File: src/design/ray_differential_uv_solver_macros.svh
// Assertion macros used by the solver top level.
`ifndef RAY_DIFFERENTIAL_UV_SOLVER_MACROS_SVH
`define RAY_DIFFERENTIAL_UV_SOLVER_MACROS_SVH

// The antecedent must always be followed by the consequent on the next cycle.
`define RDUV_ASSERT_NEXT(label, clk, rst_n, ante, cons, msg) \
    label: assert property (@(posedge clk) disable iff (!rst_n) (ante) |=> (cons)) \
        else $error(msg);

// The antecedent implies the consequent in the same cycle.
`define RDUV_ASSERT_NOW(label, clk, rst_n, ante, cons, msg) \
    label: assert property (@(posedge clk) disable iff (!rst_n) (ante) |-> (cons)) \
        else $error(msg);

`endif

File: src/design/rduv_pkg.sv
package rduv_pkg;

    localparam int FRAC_BITS_DEF = 16;
    localparam int SLOT_W = 3;
    localparam int WORD_W = 32;
    localparam logic [WORD_W-1:0] DET_THRESHOLD_RST = 32'd42950;

    localparam logic [SLOT_W-1:0] SLOT_NORMAL = 3'd0;
    localparam logic [SLOT_W-1:0] SLOT_HIT    = 3'd1;
    localparam logic [SLOT_W-1:0] SLOT_DPDU   = 3'd2;
    localparam logic [SLOT_W-1:0] SLOT_DPDV   = 3'd3;
    localparam logic [SLOT_W-1:0] SLOT_XORG   = 3'd4;
    localparam logic [SLOT_W-1:0] SLOT_XDIR   = 3'd5;
    localparam logic [SLOT_W-1:0] SLOT_YORG   = 3'd6;
    localparam logic [SLOT_W-1:0] SLOT_YDIR   = 3'd7;

    // Operations that the controller issues to the datapath, one per step.
    typedef enum logic [4:0] {
        OP_NOP,
        OP_AXIS,      // pick the axis pair from the normal
        OP_ND_HIT,    // acc = dot(n, hit)
        OP_ND_XORG,   // acc -= dot(n, x origin)
        OP_ND_XDIR,   // den = dot(n, x dir)
        OP_DIV_X,     // start t_x = acc / den
        OP_XP0,       // offset on axis 0 for x ray
        OP_XP1,
        OP_ND_HIT2,
        OP_ND_YORG,
        OP_ND_YDIR,
        OP_DIV_Y,
        OP_YP0,
        OP_YP1,
        OP_DET,       // det from dp/du, dp/dv
        OP_NUM0,      // numerator then divide, four times
        OP_NUM1,
        OP_NUM2,
        OP_NUM3
    } op_t;

    typedef struct packed {
        op_t  op;
        logic start_div;
    } dp_cmd_t;

    typedef struct packed {
        logic div_busy;
        logic den_zero;
        logic det_small;
    } dp_stat_t;

    function automatic logic signed [31:0] sat32(input logic signed [95:0] v);
        logic signed [95:0] hi;
        logic signed [95:0] lo;
        hi = 96'sh7FFF_FFFF;
        lo = -96'sh8000_0000;
        if (v > hi) return 32'sh7FFF_FFFF;
        if (v < lo) return 32'sh8000_0000;
        return v[31:0];
    endfunction

endpackage

File: src/design/rduv_ctrl.sv
module rduv_ctrl (
    input  logic               clk,
    input  logic               rst_n,
    input  logic               in_fire,
    input  logic [2:0]         in_slot,
    input  logic               out_ready,
    input  rduv_pkg::dp_stat_t stat,
    output rduv_pkg::dp_cmd_t  cmd,
    output logic               in_ready,
    output logic               out_valid,
    output logic               solved
);
    typedef enum logic [1:0] {ST_IDLE, ST_RUN, ST_WAIT, ST_DONE} state_t;

    state_t state_reg;
    rduv_pkg::op_t op_reg;
    logic ok_reg;

    always_comb
    begin
        cmd.op = (state_reg == ST_IDLE) ? rduv_pkg::OP_NOP : op_reg;
        cmd.start_div = (state_reg == ST_RUN) &&
            (op_reg == rduv_pkg::OP_DIV_X || op_reg == rduv_pkg::OP_DIV_Y ||
             op_reg == rduv_pkg::OP_NUM0 || op_reg == rduv_pkg::OP_NUM1 ||
             op_reg == rduv_pkg::OP_NUM2 || op_reg == rduv_pkg::OP_NUM3);
    end

    always_ff @(posedge clk or negedge rst_n)
    begin
        if (!rst_n)
        begin
            state_reg <= ST_IDLE;
            op_reg <= rduv_pkg::OP_NOP;
            ok_reg <= 1'b0;
        end
        else
        begin
            unique case (state_reg)
                ST_IDLE:
                    if (in_fire && in_slot == rduv_pkg::SLOT_YDIR)
                    begin
                        state_reg <= ST_RUN;
                        op_reg <= rduv_pkg::OP_AXIS;
                        ok_reg <= 1'b1;
                    end
                ST_RUN:
                begin
                    case (op_reg)
                        rduv_pkg::OP_DIV_X, rduv_pkg::OP_DIV_Y, rduv_pkg::OP_NUM0,
                        rduv_pkg::OP_NUM1, rduv_pkg::OP_NUM2, rduv_pkg::OP_NUM3,
                        // den_zero and det_small are sampled in the cycle after the load.
                        rduv_pkg::OP_ND_XDIR, rduv_pkg::OP_ND_YDIR, rduv_pkg::OP_DET:
                            state_reg <= ST_WAIT;
                        default:
                            op_reg <= rduv_pkg::op_t'(op_reg + 1'b1);
                    endcase
                end
                ST_WAIT:
                begin
                    if (op_reg == rduv_pkg::OP_ND_XDIR || op_reg == rduv_pkg::OP_ND_YDIR)
                    begin
                        // A ray parallel to the plane ends the solve without a result.
                        if (stat.den_zero)
                        begin
                            ok_reg <= 1'b0;
                            state_reg <= ST_DONE;
                        end
                        else
                        begin
                            op_reg <= rduv_pkg::op_t'(op_reg + 1'b1);
                            state_reg <= ST_RUN;
                        end
                    end
                    else if (op_reg == rduv_pkg::OP_DET)
                    begin
                        if (stat.det_small)
                        begin
                            ok_reg <= 1'b0;
                            state_reg <= ST_DONE;
                        end
                        else
                        begin
                            op_reg <= rduv_pkg::OP_NUM0;
                            state_reg <= ST_RUN;
                        end
                    end
                    else if (!stat.div_busy)
                    begin
                        if (op_reg == rduv_pkg::OP_NUM3)
                            state_reg <= ST_DONE;
                        else
                        begin
                            op_reg <= rduv_pkg::op_t'(op_reg + 1'b1);
                            state_reg <= ST_RUN;
                        end
                    end
                end
                ST_DONE:
                    if (out_ready)
                    begin
                        state_reg <= ST_IDLE;
                        op_reg <= rduv_pkg::OP_NOP;
                    end
                default: state_reg <= ST_IDLE;
            endcase
        end
    end

    assign in_ready = (state_reg == ST_IDLE);
    assign out_valid = (state_reg == ST_DONE);
    assign solved = ok_reg;
endmodule

File: config.mk
export PLATFORM = sky130hd
export DESIGN_NAME = rduv_ctrl
export DESIGN_NICKNAME = d
export VERILOG_FILES = /design/src/design/ray_differential_uv_solver_macros.svh /design/src/design/rduv_pkg.sv /design/src/design/rduv_ctrl.sv
export SDC_FILE = /design/constraint.sdc
export NUM_CORES = 1
export LEC_CHECK = 0
export BUFFER_PORTS_ARGS = -buffer_cell sky130_fd_sc_hd__clkbuf_2
export CORE_MARGIN = 8
export CORE_UTILIZATION = 52
export CTS_CLUSTER_DIAMETER = 60
export DETAILED_ROUTE_END_ITERATION = 16
export PLACE_DENSITY = 0.81
export SYNTH_ARGS = -nofsm -noshare
export SYNTH_HDL_FRONTEND = slang
export SYNTH_SLANG_ARGS = --single-unit
File: constraint.sdc
create_clock -name clk -period 2.9 [get_ports clk]
set_input_delay 0.58 -clock clk [delete_from_list [all_inputs] [get_ports clk]]
set_output_delay 0.58 -clock clk [all_outputs]
set_load 0.05 [all_outputs]
==> out/results.ini, run 1 <==
[run_status]
status = completed

[power_and_ir_drop]
leakage_nw = 0.409
power_density_nw_per_um2 = 957
peakVddDrop_mv = 0.526

[logic_synthesis]
syn_area_per_cell_sq_um = 9.04
async_flop_share_pct = 100
synthesis.area_sq_um = 813
yosysWarningCount = 0
yosys.area_share.simple_pct = 33.1
synth_common_cells = 8 x dfrtp_1, 8 x nor2_1, 6 x inv_1
netlist_instances = 90
seq_area_frac_synth_pct = 24.6
synth_flop_cell = dfrtp_1
yosys.cell_types.count = 42
synthMuxAreaShare_pct = 3.08
netlist.area_leader.share_pct = 24.6
synth_compound_area_share_pct = 26.0
synthAdderAreaFrac_pct = 7.69
syn-num-nets = 105
synth-xor-area-share_pct = 0
synth_top_family_by_area = simple AND/OR/NAND/NOR gates
ys_seq_elements = 8
synth_top_area_cell = dfrtp_1
synth_edf_count = 0
synth_area_leaders = dfrtp_1 25%, ha_1 7.7%, a31oi_4 5.2%

[timing]
fin_crit_ns = 2.71
slew_violations = 0
finalHoldViolations = 0
max_freq_mhz = 369
whs_ns = 0.170
fin_skew_ns = 0.00251
rsz0062_at_grt = false
slew_headroom_pct = 64.8
worstMarginPinSlew_ns = 0.520
fin_setup_tns_ns = 0
setup_viol = 0
fin_crit_sh_pct = 93.4

[clock_tree]
clk_latency_ns = 0.24
clkSinkCount = 8
clkSlewWorstSetupHoldPaths_ns = 0.05
cts.root.buffer_cell = clkbuf_4
htree_levels = 1
cts_tree = yes
ctsLongestPathBuffers = 2
hold_buffers = 0
cts_setup_buffers = 0
numCtsBuffers = 3
ctsResizeCount = 0

[setup_path]
crit_required_ns = 2.32
cp_data_arrival_time_ns = 2.13
critical_path.max_fanout = 8
worstSetupEndpointType = primary output
path_class = reg2out
start_kind = flip-flop
r2r_cells = 7
cp_slowest_cell = dfrtp_2
slowest_delay_ns = 0.43
cp_cell_sequence = inv_1, ha_1, or3_4, a211oi_4, a21oi_1, clkbuf_2

[layout]
nets = 123
drive_above_1_share_pct = 31.1
diodes = 0
largest_reg_flops = 5
syn_to_final_growth_pct = 13.7

[global_routing]
grt_overflow = 0
grt_pass1_vias = 699
grt_pass1_wl_mm = 3.22
antenna_found_initial = 0
grtUsageTotal_pct = 11.9
grt_max_degree = 16

[die]
row_count = 14
dieHeight_um = 55.5
die_w_um = 55.5
ios = 19
initial_core_util_pct = 54.6
core_sq_um = 1490
dieArea_sq_um = 3090

[job]
drv_cap = 0

[place]
numPortBuffers = 18
dpl.hpwl_mm = 1.51
gp_congestion = 0.840

[route]
vias = 712
via_per_inst = 5.84
postRouteWirelength_mm = 1.80
first_iter_violations = 8
antenna_left = 0
drc = 0
drt_first_pass_iters = 4
routedWlPerCell_um = 14.8

[min_path]
hold_path.class = in2async

cell usage in the layout, fill, tap and decap left out, types with 2 or more instances in the layout:
cell type   n
a211o_1     2
a21oi_1     3
a2bb2oi_1   2
a31o_2      2
a31oi_4     2
and2_1      2
and3_1      2
clkbuf_2   18
clkbuf_4    3
dfrtp_1     7
ha_1        5
inv_1       6
nand2_1     4
nand2b_1    2
nand3_1     3
nand3b_1    3
nand4_1     3
nor2_1      8
nor2b_1     2
nor4_1      2
nor4bb_1    2
o21ai_0     2
o21bai_1    2
per-layer routing:
metal  wire, um  track usage [%]  part of all wire (%)
met4         17             3.17                  0.94
met1        856             15.1                    48
met3         65             2.05                   3.6
met5          0                0                     0
met2        861             19.9                    48
path summary, 6_finish.rpt:
kind / startpoint / endpoint / slack (ns)
worst max register to register: op_reg[0] / op_reg[4] / 0.46
min in group clk: solved / solved / 0.54
worst min register to register: solved / solved / 0.54
worst min-delay path: rst_n / solved / 0.17
worst max-delay path: op_reg[0] / cmd[0] / 0.19
max in group asynchronous: rst_n / op_reg[0] / 2.55
power by group:
group	internal, W	switching [W]	leakage (nW)
Combinational	0.000208	0.000369	0.293
Clock	0.0000468	0.0000293	0.0138
Sequential	0.000151	0.0000818	0.102
Total	0.000405	0.000480	0.409
cell families after synthesis:
group / count (synthesis)
simple gates: 41
fa+ha+maj: 5
flops: 8
buf+inv: 11
mux: 2
compound gates: 23
worst max-delay path: cells and delay by family (launching register included):
kind	cells	cell delay, ns
compound gates	2	0.44
fa+ha+maj	1	0.26
simple gates	1	0.41
buf+inv	2	0.34
flops	1	0.43
stage by stage:
stage / setup WS (ns) / total power [W] / std cells / instance area [sq um] / utilization (%)
3_5_place_dp: 0.366 / 0.000809 / 119 / 901 / 60.5
6_report: 0.193 / 0.000885 / 122 / 925 / 62.1
2_1_floorplan: 0.321 / 0.000692 / 90 / 813 / -
4_1_cts: 0.0951 / 0.000890 / 122 / 923 / 62.0
5_1_grt: 0.0739 / 0.000963 / 122 / 925 / 62.1
3_3_place_gp: 0.434 / 0.000798 / 119 / 901 / 60.5
layout make-up:
cell class | count | area [sq um]
Multi-Input combinational cell | 71 | 568
Fill cell | 122 | 564
Sequential cell | 8 | 201
Timing Repair Buffer | 18 | 90.1
Clock buffer | 3 | 22.5
Inverter | 6 | 22.5
Tap cell | 16 | 20.0
(Power assumes the default switching activity.)
==> inputs of run 2 (changes only) <==
- CORE_UTILIZATION: 52 -> 48
- MAX_ROUTING_LAYER: not set -> met4
- PLACE_DENSITY: 0.81 -> 0.72
==> out/results.ini, run 2 (synthesized netlist as in run 1, its figures left out) <==
[power_and_ir_drop]
p_seq_share_pct = 26.2  ; about the same
leakage_nw = 0.409  ; unchanged
sw_frac_of_total_pct = 55.0  ; +0.75 points
p_int_w = 0.000406  ; +0.26%
peakVddDrop_mv = 0.530  ; +0.61%
combPwrFrac_pct = 65.0  ; about the same
p_sw_w = 0.000496  ; +3.3%
power_density_nw_per_um2 = 974  ; +1.8%
clkPwrFrac_pct = 8.8  ; +0.2 points

[timing]
slew_violations = 0  ; unchanged
fin_skew_ns = 0.00151  ; -0.00101 ns
rsz0062_at_grt = false
fin_crit_sh_pct = 94.6  ; +1.3 points
setup_viol = 0  ; unchanged
worstMarginPinSlew_ns = 0.493  ; -0.0277 ns
fin_setup_tns_ns = 0  ; unchanged
fin_crit_ns = 2.74  ; +0.0372 ns
slew_headroom_pct = 66.7  ; +1.9 points
finalHoldViolations = 0  ; unchanged
max_freq_mhz = 364  ; -1.4%

[setup_path]
cp_data_arrival_time_ns = 2.16  ; +0.03 ns
path_depth = 6  ; unchanged
reg2reg_from = op_reg[0]
crit_required_ns = 2.32  ; about the same
critical_path.max_fanout = 8  ; unchanged
cp-startpoint = op_reg[0]
start_kind = flip-flop
r2r_cells = 7  ; unchanged
cp_cell_sequence = inv_1, ha_1, or3_4, a211oi_4, a21oi_1, clkbuf_2
worstSetupEndpointType = primary output
critPathBufInv = 2  ; unchanged
slowest_delay_ns = 0.43  ; about the same
worstReg2RegEnd = op_reg[4]
cp_slowest_cell = dfrtp_2
crit_family = compound AO/OA/AOI/OAI gates
critPathCapture = cmd[0]
rrSetupSlack_ns = 0.41  ; -0.05 ns
path_class = reg2out

[route]
drc = 0  ; unchanged
routedWlPerCell_um = 16.3  ; +11%
postRouteWirelength_mm = 2.01  ; +12%
vias = 739  ; +3.8%
antenna_left = 0  ; unchanged
drt_first_pass_iters = 4  ; unchanged
first_iter_violations = 15  ; +7
via_per_inst = 6.01  ; +2.9%

[global_routing]
grt_overflow = 0  ; unchanged
grt_max_degree = 16  ; unchanged
antenna_found_initial = 0  ; unchanged
grt_pass1_vias = 778  ; +11%
grt_pass1_wl_mm = 3.58  ; +11%
grtUsageTotal_pct = 13.5  ; +1.6 points

[job]
drv_cap = 0  ; unchanged

[layout]
regArea_sq_um = 201  ; unchanged
diodes = 0  ; unchanged
layout_commonest_cell = clkbuf_2
syn_to_final_growth_pct = 13.8
most-common-layout-cells = 18 x clkbuf_2, 8 x nor2_1, 7 x dfrtp_1
largest_reg_flops = 5  ; unchanged
fillers = 157  ; +29%
nets = 123  ; unchanged
drive_above_1_share_pct = 31.1  ; unchanged
multiInputGateArea_sq_um = 568  ; unchanged
fin_area_sq_um = 926  ; +0.14%

[die]
row_count = 15  ; +1
dieArea_sq_um = 3270  ; +5.9%
dieHeight_um = 57.2  ; +2.9%
ios = 19  ; unchanged
die_w_um = 57.2  ; +2.9%
initial_core_util_pct = 49.2  ; -5.4 points
core_sq_um = 1650  ; +11%

[clock_tree]
clk_latency_ns = 0.24  ; about the same
clkSlewWorstSetupHoldPaths_ns = 0.05  ; about the same
cts.root.buffer_cell = clkbuf_4
clkSinkCount = 8  ; unchanged
ctsLongestPathBuffers = 2  ; unchanged
numCtsBuffers = 3  ; unchanged
cts_tree = yes
htree_levels = 1  ; unchanged
cts_setup_buffers = 0  ; unchanged

[place]
dpl.hpwl_mm = 1.59  ; +5.3%
numPortBuffers = 18  ; unchanged
postPlaceCellArea_sq_um = 902  ; +0.14%
gp_congestion = 0.846  ; +0.77%

[min_path]
hold_path.class = in2async

[run_status]
status = completed

[run 2: cell counts in the layout (fill, tap and decap cells not counted)]
No cell type changed its count.
[run 2: how the worst min path moves through the flow]
stage                         to  slack [ns]  cells after the start
floorplan              op_reg[0]        0.28                      0
global placement          solved        0.43                      1
detailed placement        solved        0.43                      1
CTS                    op_reg[2]        0.16                      1
global route           op_reg[2]        0.16                      1
finish              state_reg[1]        0.17                      1
[run 2: metrics by stage]
stage	std cells	hold slack (ns)	power (W)	setup WS, ns	util, %
2_1_floorplan	90	0.284	0.000692	0.321	-
3_3_place_gp	120	0.428	0.000807	0.439	54.6
3_5_place_dp	120	0.428	0.000816	0.345	54.6
4_1_cts	123	0.159	0.000902	0.0668	56.0
5_1_grt	123	0.161	0.000976	0.0427	56.1
6_report	123	0.166	0.000902	0.156	56.1
[run 2: per-layer routing]
metal	wire, um	vias to the layer above	GRT usage, %
li1	-	370	-
met1	885	355	15.3
met2	1040	12	22.0
met3	78	2	2.66
met4	7	0	6.71
met5	0	-	-
[run 2: worst reg2reg max path: cells and delay by family, from the launching register on]
family                   cells  cell delay, ns
flip-flops                   1            0.43
multiplexers                 1            0.33
adder cells (fa/ha/maj)      1            0.28
buffers and inverters        1            0.10
AND/OR/NAND/NOR              2            0.72
AO/OA/AOI/OAI                2            0.52
[run 2: final cells by class]
class	count	share of cell area, %
repair buffers	18	9.73
clock buffers	3	2.43
flip-flops and latches	8	21.8
multi-input cells	71	61.4
inverters	6	2.43
well taps	17	2.30
[run 2: repair_timing]
action                                  in CTS  in global routing
hold buffers                                 0                  0
endpoints found under the setup margin       0                  1
hold endpoints to repair                     0                  0
resized for setup                            0                  1
[run 2: power groups by stage]
stage / clock (W) / combinational (W) / sequential, W
final: 0.0000794 / 0.000586 / 0.000237
after global routing: 0.0000920 / 0.000634 / 0.000249
after CTS: 0.0000845 / 0.000586 / 0.000231
after detailed placement: 0 / 0.000583 / 0.000233
after global placement: 0 / 0.000575 / 0.000232
after floorplan: 0 / 0.000484 / 0.000208
